<file path="src/rtl/core/frp_pkg.sv">
// frp_pkg: shared types, constants and helpers of the fasta record stream parser
// used by every file under rtl/core; depends on nothing
package frp_pkg;

   // configuration port
   localparam int CSR_ADDR_W = 6;
   localparam int CSR_DATA_W = 64;
   localparam int REG_IDX_W  = 3;
   localparam int REG_LSB    = 3;
   localparam logic [REG_IDX_W-1:0] REG_MASK0  = 3'd0;
   localparam logic [REG_IDX_W-1:0] REG_MASK1  = 3'd1;
   localparam logic [REG_IDX_W-1:0] REG_MASK2  = 3'd2;
   localparam logic [REG_IDX_W-1:0] REG_MASK3  = 3'd3;
   localparam logic [REG_IDX_W-1:0] REG_REPORT = 3'd4;
   localparam int MASK_WORDS = 4;
   localparam int MASK_W     = 256;

   // result kinds
   localparam logic [2:0] KIND_HEADER  = 3'd0;
   localparam logic [2:0] KIND_SYMBOL  = 3'd1;
   localparam logic [2:0] KIND_COMMENT = 3'd2;
   localparam logic [2:0] KIND_CMT_END = 3'd3;
   localparam logic [2:0] KIND_IGNORED = 3'd4;
   localparam logic [2:0] KIND_REC_END = 3'd5;

   // special bytes
   localparam logic [7:0] CH_MONO      = 8'h3E;
   localparam logic [7:0] CH_MULTI     = 8'h3B;
   localparam logic [7:0] CH_COMMENT   = 8'h3B;
   localparam logic [7:0] CH_LF        = 8'h0A;
   localparam logic [7:0] CH_EOF       = 8'hFF;
   localparam logic [7:0] CH_BLANK_MAX = 8'h20;

   // queue between front and back
   localparam int QDEPTH = 4;
   localparam int QPTR_W = $clog2(QDEPTH);
   localparam int QCNT_W = $clog2(QDEPTH + 1);

   typedef struct packed {
      logic [7:0] in_byte;
      logic       end_of_input;
   } req_item_type;

   typedef struct packed {
      logic [2:0]  kind;
      logic [7:0]  value;
      logic [31:0] seq_position;
      logic [31:0] line_number;
      logic [15:0] column;
      logic        last;
   } rsp_item_type;

   // results of one input byte, one or two
   typedef struct packed {
      logic         two;
      rsp_item_type first;
      rsp_item_type second;
   } pkt_type;

   typedef struct packed {
      logic              full;
      logic              nonempty;
      logic [QCNT_W-1:0] count;
   } queue_status_type;

   typedef struct packed {
      logic out_valid;
      logic sec_valid;
   } back_status_type;

   function automatic logic [31:0] sat_inc32(input logic [31:0] v);
      sat_inc32 = (v == 32'hFFFF_FFFF) ? v : v + 32'd1;
   endfunction

   function automatic logic [15:0] sat_inc16(input logic [15:0] v);
      sat_inc16 = (v == 16'hFFFF) ? v : v + 16'd1;
   endfunction

endpackage

</file>
<file path="src/rtl/core/frp_csr.sv">
// frp_csr: apb-style register file holding the legal symbol mask and report flag
// depends on frp_pkg
module frp_csr (
   input  logic                            clock,
   input  logic                            reset,
   input  logic                            psel,
   input  logic                            penable,
   input  logic                            pwrite,
   input  logic [frp_pkg::CSR_ADDR_W-1:0]  paddr,
   input  logic [frp_pkg::CSR_DATA_W-1:0]  pwdata,
   output logic [frp_pkg::CSR_DATA_W-1:0]  prdata,
   output logic                            pready,
   output logic [frp_pkg::MASK_W-1:0]      legal_mask,
   output logic                            report_ignored
);
   import frp_pkg::*;

   logic [CSR_DATA_W-1:0] mask_ff [MASK_WORDS];
   logic [CSR_DATA_W-1:0] mask_in [MASK_WORDS];
   logic                  report_ff, report_in;
   logic [REG_IDX_W-1:0]  idx;
   logic                  wr;

   assign pready = 1'b1;
   assign idx    = paddr[REG_LSB +: REG_IDX_W];
   assign wr     = psel & penable & pwrite;

   always_comb begin
      mask_in   = mask_ff;
      report_in = report_ff;
      if (wr) begin
         unique case (idx)
            REG_MASK0:  mask_in[0] = pwdata;
            REG_MASK1:  mask_in[1] = pwdata;
            REG_MASK2:  mask_in[2] = pwdata;
            REG_MASK3:  mask_in[3] = pwdata;
            REG_REPORT: report_in  = pwdata[0];
            default: ;
         endcase
      end
   end

   always_comb begin
      unique case (idx)
         REG_MASK0:  prdata = mask_ff[0];
         REG_MASK1:  prdata = mask_ff[1];
         REG_MASK2:  prdata = mask_ff[2];
         REG_MASK3:  prdata = mask_ff[3];
         REG_REPORT: prdata = {{(CSR_DATA_W-1){1'b0}}, report_ff};
         default:    prdata = '0;
      endcase
   end

   always_ff @(posedge clock) begin
      if (reset) begin
         for (int i = 0; i < MASK_WORDS; i++) mask_ff[i] <= '0;
         report_ff <= 1'b0;
      end else begin
         mask_ff   <= mask_in;
         report_ff <= report_in;
      end
   end

   assign legal_mask     = {mask_ff[3], mask_ff[2], mask_ff[1], mask_ff[0]};
   assign report_ignored = report_ff;

endmodule

</file>
<file path="src/rtl/core/frp_front.sv">
// frp_front: parser state and byte classification, builds the result pair per byte
// depends on frp_pkg
module frp_front (
   input  logic                        clock,
   input  logic                        reset,
   input  logic                        accept,
   input  frp_pkg::req_item_type       item,
   input  logic [frp_pkg::MASK_W-1:0]  legal_mask,
   input  logic                        report_ignored,
   output logic                        pkt_push,
   output frp_pkg::pkt_type            pkt
);
   import frp_pkg::*;

   logic        line_start_ff, line_start_in;
   logic        header_ff, header_in;
   logic        seq_ff, seq_in;
   logic        comment_ff, comment_in;
   logic [31:0] sym_ff, sym_in;
   logic [31:0] line_ff, line_in;
   logic [15:0] col_ff, col_in;

   logic [7:0]   c;
   logic         eoi, is_mark, is_blank, is_lf, pre_v, main_v, post_v;
   logic         hdr1, seq1, cmt1, cmt2;
   logic [31:0]  sym1, sym2, line1;
   logic [15:0]  col1;
   logic [2:0]   main_kind;
   rsp_item_type r_pre, r_main, r_post;

   always_comb begin
      eoi      = item.end_of_input;
      c        = (eoi || item.in_byte == CH_EOF) ? CH_LF : item.in_byte;
      is_mark  = (c == CH_MONO) || (c == CH_MULTI);
      is_lf    = (c == CH_LF);
      is_blank = (c != 8'd0) && (c <= CH_BLANK_MAX);

      // record end when a new header opens while a sequence is open
      pre_v = line_start_ff && is_mark && seq_ff;
      hdr1  = (line_start_ff && is_mark) ? 1'b1 : ((line_start_ff && header_ff) ? 1'b0 : header_ff);
      seq1  = pre_v ? 1'b0 : ((line_start_ff && !is_mark && header_ff) ? 1'b1 : seq_ff);
      cmt1  = pre_v ? 1'b0 : comment_ff;
      sym1  = pre_v ? 32'd0 : sym_ff;
      line1 = line_start_ff ? sat_inc32(line_ff) : line_ff;
      col1  = sat_inc16(line_start_ff ? 16'd0 : col_ff);

      main_v    = 1'b0;
      main_kind = KIND_HEADER;
      cmt2      = cmt1;
      sym2      = sym1;
      if (hdr1) begin
         main_v = 1'b1;
      end else if (seq1) begin
         if (cmt1) begin
            main_v = 1'b1;
            if (is_lf) begin
               cmt2      = 1'b0;
               main_kind = KIND_CMT_END;
            end else begin
               main_kind = KIND_COMMENT;
            end
         end else if (c == CH_COMMENT) begin
            cmt2 = 1'b1;
         end else if (is_blank) begin
            main_v = 1'b0;
         end else if (legal_mask[c]) begin
            main_v    = 1'b1;
            main_kind = KIND_SYMBOL;
            sym2      = sat_inc32(sym1);
         end else if (report_ignored) begin
            main_v    = 1'b1;
            main_kind = KIND_IGNORED;
         end
      end
      post_v = eoi && (hdr1 || seq1);

      r_pre  = '{kind: KIND_REC_END, value: 8'd0, seq_position: sym_ff,
                 line_number: line_ff, column: 16'd0, last: 1'b0};
      r_main = '{kind: main_kind, value: c, seq_position: sym2,
                 line_number: line1, column: col1, last: !post_v};
      r_post = '{kind: KIND_REC_END, value: 8'd0, seq_position: sym2,
                 line_number: line1, column: 16'd0, last: 1'b1};

      if (pre_v) begin
         pkt.two    = 1'b1;
         pkt.first  = r_pre;
         pkt.second = r_main;
      end else begin
         pkt.two    = main_v && post_v;
         pkt.first  = main_v ? r_main : r_post;
         pkt.second = r_post;
      end
      pkt_push = accept && (pre_v || main_v || post_v);

      line_start_in = line_start_ff;
      header_in     = header_ff;
      seq_in        = seq_ff;
      comment_in    = comment_ff;
      sym_in        = sym_ff;
      line_in       = line_ff;
      col_in        = col_ff;
      if (accept) begin
         if (eoi) begin
            line_start_in = 1'b1;
            header_in     = 1'b0;
            seq_in        = 1'b0;
            comment_in    = 1'b0;
            sym_in        = 32'd0;
            line_in       = 32'd0;
            col_in        = 16'd0;
         end else begin
            line_start_in = is_lf;
            header_in     = hdr1;
            seq_in        = seq1;
            comment_in    = cmt2;
            sym_in        = sym2;
            line_in       = line1;
            col_in        = col1;
         end
      end
   end

   always_ff @(posedge clock) begin
      if (reset) begin
         line_start_ff <= 1'b1;
         header_ff     <= 1'b0;
         seq_ff        <= 1'b0;
         comment_ff    <= 1'b0;
         sym_ff        <= 32'd0;
         line_ff       <= 32'd0;
         col_ff        <= 16'd0;
      end else begin
         line_start_ff <= line_start_in;
         header_ff     <= header_in;
         seq_ff        <= seq_in;
         comment_ff    <= comment_in;
         sym_ff        <= sym_in;
         line_ff       <= line_in;
         col_ff        <= col_in;
      end
   end

endmodule

</file>
<file path="src/rtl/core/frp_queue.sv">
// frp_queue: short queue of result pairs between the front and the back
// depends on frp_pkg
module frp_queue (
   input  logic                      clock,
   input  logic                      reset,
   input  logic                      wr_en,
   input  frp_pkg::pkt_type          wr_pkt,
   input  logic                      rd_en,
   output frp_pkg::pkt_type          rd_pkt,
   output frp_pkg::queue_status_type status
);
   import frp_pkg::*;

   pkt_type           entry_ff [QDEPTH];
   logic [QPTR_W-1:0] wr_ptr_ff, wr_ptr_in;
   logic [QPTR_W-1:0] rd_ptr_ff, rd_ptr_in;
   logic [QCNT_W-1:0] count_ff, count_in;
   logic              do_wr, do_rd;

   assign status.full     = (count_ff == QCNT_W'(QDEPTH));
   assign status.nonempty = (count_ff != '0);
   assign status.count    = count_ff;
   assign rd_pkt          = entry_ff[rd_ptr_ff];

   always_comb begin
      do_wr     = wr_en && !status.full;
      do_rd     = rd_en && status.nonempty;
      wr_ptr_in = wr_ptr_ff;
      rd_ptr_in = rd_ptr_ff;
      count_in  = count_ff;
      if (do_wr)
         wr_ptr_in = (wr_ptr_ff == QPTR_W'(QDEPTH-1)) ? '0 : wr_ptr_ff + QPTR_W'(1);
      if (do_rd)
         rd_ptr_in = (rd_ptr_ff == QPTR_W'(QDEPTH-1)) ? '0 : rd_ptr_ff + QPTR_W'(1);
      if (do_wr && !do_rd)
         count_in = count_ff + QCNT_W'(1);
      else if (do_rd && !do_wr)
         count_in = count_ff - QCNT_W'(1);
   end

   always_ff @(posedge clock) begin
      if (reset) begin
         wr_ptr_ff <= '0;
         rd_ptr_ff <= '0;
         count_ff  <= '0;
      end else begin
         wr_ptr_ff <= wr_ptr_in;
         rd_ptr_ff <= rd_ptr_in;
         count_ff  <= count_in;
      end
   end

   always_ff @(posedge clock) begin
      if (do_wr) entry_ff[wr_ptr_ff] <= wr_pkt;
   end

endmodule

</file>
<file path="src/rtl/core/frp_back.sv">
// frp_back: splits queued result pairs into single results on the output register
// depends on frp_pkg
module frp_back (
   input  logic                     clock,
   input  logic                     reset,
   input  frp_pkg::pkt_type         q_pkt,
   input  logic                     q_nonempty,
   output logic                     q_pop,
   input  logic                     pop,
   output logic                     empty,
   output frp_pkg::rsp_item_type    rsp_item,
   output frp_pkg::back_status_type status
);
   import frp_pkg::*;

   logic         out_valid_ff, out_valid_in;
   logic         sec_valid_ff, sec_valid_in;
   rsp_item_type out_ff, out_in;
   rsp_item_type sec_ff, sec_in;
   logic         advance;

   always_comb begin
      advance      = !out_valid_ff || pop;
      q_pop        = advance && !sec_valid_ff && q_nonempty;
      out_valid_in = out_valid_ff;
      sec_valid_in = sec_valid_ff;
      out_in       = out_ff;
      sec_in       = sec_ff;
      if (advance) begin
         if (sec_valid_ff) begin
            // second result of a pair goes before the next pair
            out_in       = sec_ff;
            out_valid_in = 1'b1;
            sec_valid_in = 1'b0;
         end else if (q_nonempty) begin
            out_in       = q_pkt.first;
            out_valid_in = 1'b1;
            sec_in       = q_pkt.second;
            sec_valid_in = q_pkt.two;
         end else begin
            out_valid_in = 1'b0;
         end
      end
   end

   always_ff @(posedge clock) begin
      if (reset) begin
         out_valid_ff <= 1'b0;
         sec_valid_ff <= 1'b0;
      end else begin
         out_valid_ff <= out_valid_in;
         sec_valid_ff <= sec_valid_in;
      end
   end

   always_ff @(posedge clock) begin
      out_ff <= out_in;
      sec_ff <= sec_in;
   end

   assign empty            = !out_valid_ff;
   assign rsp_item         = out_ff;
   assign status.out_valid = out_valid_ff;
   assign status.sec_valid = sec_valid_ff;

endmodule

</file>
<file path="src/rtl/core/fasta_record_stream_parser.sv">
// fasta_record_stream_parser: top level, ties register file, front, queue and back
// depends on frp_pkg, frp_csr, frp_front, frp_queue, frp_back
//
//   channel   handshake            payload
//   request   push / full          req_item  (in_byte, end_of_input)
//   response  pop / empty          rsp_item  (kind, value, seq_position, line_number,
//                                             column, last)
//   csr       psel penable pwrite  paddr, pwdata, prdata (64 bit, register i at 8*i)
//
// one byte is accepted per cycle while the four-entry pair queue has room
// a byte gives zero, one or two results; the output register hands out one per cycle
// while pop is high; a second result waits in the back and the queue absorbs bursts
// the first result of a byte passes the pair queue and then the output register
// reset is synchronous and clears parser state, queue and registers
// full follows the queue only, empty follows the output register only
module fasta_record_stream_parser (
   input  logic                            clock,
   input  logic                            reset,
   input  logic                            push,
   output logic                            full,
   input  frp_pkg::req_item_type           req_item,
   output logic                            empty,
   input  logic                            pop,
   output frp_pkg::rsp_item_type           rsp_item,
   input  logic                            psel,
   input  logic                            penable,
   input  logic                            pwrite,
   input  logic [frp_pkg::CSR_ADDR_W-1:0]  paddr,
   input  logic [frp_pkg::CSR_DATA_W-1:0]  pwdata,
   output logic [frp_pkg::CSR_DATA_W-1:0]  prdata,
   output logic                            pready
);
   import frp_pkg::*;

   logic [MASK_W-1:0] legal_mask;
   logic              report_ignored;
   logic              accept, pkt_push, q_pop;
   pkt_type           pkt, q_pkt;
   queue_status_type  q_status;
   back_status_type   b_status;

   assign full   = q_status.full;
   assign accept = push && !q_status.full;

   frp_csr u_csr (
      .clock          (clock),
      .reset          (reset),
      .psel           (psel),
      .penable        (penable),
      .pwrite         (pwrite),
      .paddr          (paddr),
      .pwdata         (pwdata),
      .prdata         (prdata),
      .pready         (pready),
      .legal_mask     (legal_mask),
      .report_ignored (report_ignored)
   );

   frp_front u_front (
      .clock          (clock),
      .reset          (reset),
      .accept         (accept),
      .item           (req_item),
      .legal_mask     (legal_mask),
      .report_ignored (report_ignored),
      .pkt_push       (pkt_push),
      .pkt            (pkt)
   );

   frp_queue u_queue (
      .clock  (clock),
      .reset  (reset),
      .wr_en  (pkt_push),
      .wr_pkt (pkt),
      .rd_en  (q_pop),
      .rd_pkt (q_pkt),
      .status (q_status)
   );

   frp_back u_back (
      .clock      (clock),
      .reset      (reset),
      .q_pkt      (q_pkt),
      .q_nonempty (q_status.nonempty),
      .q_pop      (q_pop),
      .pop        (pop),
      .empty      (empty),
      .rsp_item   (rsp_item),
      .status     (b_status)
   );

   // queue occupancy stays within its depth
   a_q_count: assert property (@(posedge clock) disable iff (reset)
      q_status.count <= QCNT_W'(QDEPTH))
      else $error("pair queue count beyond depth");

   // a held second result implies a visible first one
   a_sec_needs_out: assert property (@(posedge clock) disable iff (reset)
      b_status.sec_valid |-> b_status.out_valid)
      else $error("second result held without output");

   // first result of a pair never carries the last flag, the second one always does
   a_pair_last: assert property (@(posedge clock) disable iff (reset)
      (pkt_push && pkt.two) |-> (!pkt.first.last && pkt.second.last))
      else $error("last flag misplaced in result pair");

   // nothing is shown right after reset
   a_reset_empty: assert property (@(posedge clock)
      reset |=> (empty && !b_status.sec_valid && !q_status.nonempty))
      else $error("results visible after reset");

endmodule

</file>
<file path="config.mk">
export PLATFORM = sky130hd
export DESIGN_NAME = fasta_record_stream_parser
export DESIGN_NICKNAME = d
export VERILOG_FILES = /design/src/rtl/core/frp_pkg.sv /design/src/rtl/core/frp_csr.sv /design/src/rtl/core/frp_front.sv /design/src/rtl/core/frp_queue.sv /design/src/rtl/core/frp_back.sv /design/src/rtl/core/fasta_record_stream_parser.sv
export SDC_FILE = /design/constraint.sdc
export NUM_CORES = 2
export LEC_CHECK = 0
export BUFFER_PORTS_ARGS = -buffer_cell sky130_fd_sc_hd__buf_2
export CAP_MARGIN = 30
export CORE_MARGIN = 2
export CORE_UTILIZATION = 55
export CTS_BUF_LIST = sky130_fd_sc_hd__clkbuf_4 sky130_fd_sc_hd__clkbuf_8
export CTS_CLUSTER_DIAMETER = 120
export DETAILED_ROUTE_END_ITERATION = 10
export PLACE_DENSITY = 0.73
export SETUP_SLACK_MARGIN = 0.15
export SYNTH_ARGS = -nofsm -noshare
export SYNTH_HDL_FRONTEND = slang
export SYNTH_SLANG_ARGS = --single-unit
</file>
<file path="constraint.sdc">
create_clock -name clock -period 25.2 [get_ports clock]
set_input_delay 1.26 -clock clock [delete_from_list [all_inputs] [get_ports clock]]
set_output_delay 1.26 -clock clock [all_outputs]
set_load 0.05 [all_outputs]
</file>
==> flow_summary.yaml <==
clocking:
  htreeDepth: 4
  worstSkewPairLatency_ns: 0.88
  cts_setup_buffers: 0
  clock-root-buffer: "clkbuf_8"
  cts.clk_slew.worst_paths_ns: 0.05
  clk_path_buf_depth: 3
  cts_inserted_buffers: 197
  post_cts_resized: 0
  cts_tree: "done"
  cts.sinks: 1276
  hold_buffers: 0
synth:
  synth_top_area_share_pct: 52.2
  synth_cells: 3943
  yosysTopAreaCell: "edfxtp_1"
  ys_seq_elements: 1276
  avgSynthCellArea_um2: 13.5
  seq_area_frac_synth_pct: 65.4
  synth_cell_types: 80
  synth.top_cells.by_count: "edfxtp_1, nand2_1, dfxtp_1"
  synth-edff-count: 924
  synth_flop_cell: "edfxtp_1"
  async_reset_ff_share_pct: 0
  syn_area_um2: 53200
  ys_warn_count: 0
  synthTopCellsByArea: "edfxtp_1, dfxtp_1, mux4_2"
  yosys.cell_count.top_type: "edfxtp_1"
timing:
  drv_slew: 0
  worst_pin_slew_ns: 1.12
  fin_crit_ns: 7.37
  slew_headroom_pct: 25.0
  period_share_pct: 29.3
  fin_setup_tns_ns: 0
  fin_skew_ns: 0.0590
  fin_ws_ns: 17.83
  setup-violations-final: 0
  hold_viol: 0
  fmax_mhz: 136
  grt_setup_unrepaired: "no"
place:
  place.port_buffers: 240
  place.gp.congestion: 0.896
  place_hpwl_mm: 74.3
  pre_cts_slack_ns: 17.06
  dp.cells: 5286
critical_path:
  crit_fanout: 54
  reg2reg_from: "u_csr.legal_mask[48]$_SDFFE_PP0P_"
  required_ns: 25.66
  timing.critical_path.slowest_stage_cell: "buf_4"
  crit_start: "req_item[1]"
  crit_chain: "buf_4, buf_4, nand4_1, o21ai_0, nor2_1, buf_4, o22ai_1, nor3_1, nor3b_1, o32ai_4, and4_1, nor2_1, and2_4, buf_4, buf_4"
  start_kind: "input port"
  end_kind: "flop"
  cpPeakStageDelay_ns: 0.75
  cp.arrival_ns: 7.83
  crit_top_cell: "buf_4"
  path_class: "input port to flop"
grt:
  grt_max_degree: 158
  antenna_found_initial: 23
  grt_pass1_wl_mm: 197
  grt.overflow.total: 0
  grt_pass1_vias: 34300
  track_usage_pct: 25.8
floorplanning:
  die_area_um2: 99200
  die_y_um: 315
  start_util_pct: 55.2
  die_width_um: 315
  ios: 245
  core-area_um2: 96300
  rows: 114
power_and_ir_drop:
  p_per_area_nw_per_um2: 91.8
  vdd_drop_max_mv: 0.0833
  power.share.sequential_pct: 47.5
  p_sw_share_pct: 29.7
  power_frac_clock_pct: 31.1
  combPwrFrac_pct: 21.4
  leakagePower_nw: 20.5
  finalPower_w: 0.00547
  p_int_w: 0.00385
  p_switching_w: 0.00162
detailed_routing:
  dr.first_iter.drc_count: 3698
  wire_per_inst_um: 22.7
  drc_errors: 0
  vias_per_cell: 6.06
  drt-pass1-iter-count: 6
  ant_nets: 0
  wl_mm: 128
  vias: 34300
finish:
  areaGrowthSynthToFinish_pct: 12.1
  final_cells: 5649
  drive_gt1_share_pct: 22.0
  nNetsFinal: 4308
min_path:
  hp-start: "u_csr.legal_mask[52]$_SDFFE_PP0P_"
  min_path_type: "flop to flop"
status:
  status: "completed"
flow_run:
  drv_cap: 0
==> metrics by stage <==
stage          area, um2  util, %  hold slack (ns)
6_report           59600     61.9            0.470
5_1_grt            59600     61.9            0.487
4_1_cts            59500     61.8            0.470
3_5_place_dp       55600     57.8            0.462
3_3_place_gp       55600     57.7            0.451
2_1_floorplan      53400        -            0.445
==> routing by layer <==
layer / up-vias / track usage (%) / routed length, um
li1: 15400 / - / -
met1: 17000 / 34.3 / 51800
met2: 1513 / 41.9 / 61900
met3: 293 / 5.35 / 10700
met4: 30 / 10.0 / 3640
met5: - / 0 / 216
==> power groups by stage <==
stage / sequential (W) / clock, W / combinational [W]
final: 0.00260 / 0.00170 / 0.00117
after global routing: 0.00262 / 0.00182 / 0.00124
after CTS: 0.00260 / 0.00173 / 0.00118
after detailed placement: 0.00265 / 0 / 0.00118
after global placement: 0.00264 / 0 / 0.00116
after floorplan: 0.00289 / 0 / 0.000623
==> cells by family (layout without fill, tap and decap cells) <==
logic type      Yosys count  count (layout)  share of synthesized area, %
compound gates          688             688                          8.93
xor+xnor                120             120                          1.98
fa+ha+maj                10              10                         0.249
buf+inv                 322             679                          2.41
flops                  1276            1276                          65.4
mux                     367             367                          11.5
other cells               2              75                        0.0141
simple gates           1158            1158                          9.45
==> sequential cells by signal (all words and copies together) (netlist names), named ones only <==
signal                 count
u_front.header_ff          1
u_front.seq_ff             1
u_front.line_start_ff      1
u_back.sec_ff             92
u_front.line_ff           32
u_front.col_ff            16
u_queue.rd_ptr_ff          2
u_queue.entry_ff         740
u_back.rsp_item           92
u_queue.wr_ptr_ff          2
u_front.sym_ff            32
u_csr.report_ignored       1
u_queue.count_ff           3
u_csr.legal_mask         256
u_back.sec_valid_ff        1
u_back.out_valid_ff        1
u_front.comment_ff         1
==> layout by cell type, fill, tap and decap left out, types with 68 or more instances in the layout <==
master and instances:
xnor2_1 69, nand2_1 640, nor2_1 215, nand3_1 68
buf_2 238, mux4_2 185, dfxtp_1 349, mux2_2 118
a21oi_1 297, edfxtp_1 924, clkbuf_8 207, conb_1 69
==> final cells by class <==
class / count / area [um2]
Timing Repair Buffer: 296 / 1740
Fill cell: 7212 / 36700
Antenna cell: 6 / 15.0
Clock buffer: 265 / 3280
Multi-Input combinational cell: 2412 / 17500
Tap cell: 1276 / 1600
Clock inverter: 89 / 579
Sequential cell: 1276 / 34800
Inverter: 29 / 109
==> critical path, delay by kind of cell <==
kind            cells  cell delay (ns)
simple gates        7             2.64
compound gates      3             1.00
buf+inv             5             2.75
==> worst paths after layout <==
check                                  endpoint  slack (ns)  cells after the start
min           u_csr.legal_mask[52]$_SDFFE_PP0P_        0.47                      2
min reg2reg   u_csr.legal_mask[52]$_SDFFE_PP0P_        0.47                      2
max          u_queue.entry_ff[3][137]$_DFFE_PP_       17.83                     15
max reg2reg  u_queue.entry_ff[3][137]$_DFFE_PP_       19.80                     11
(Power assumes the default switching activity.)
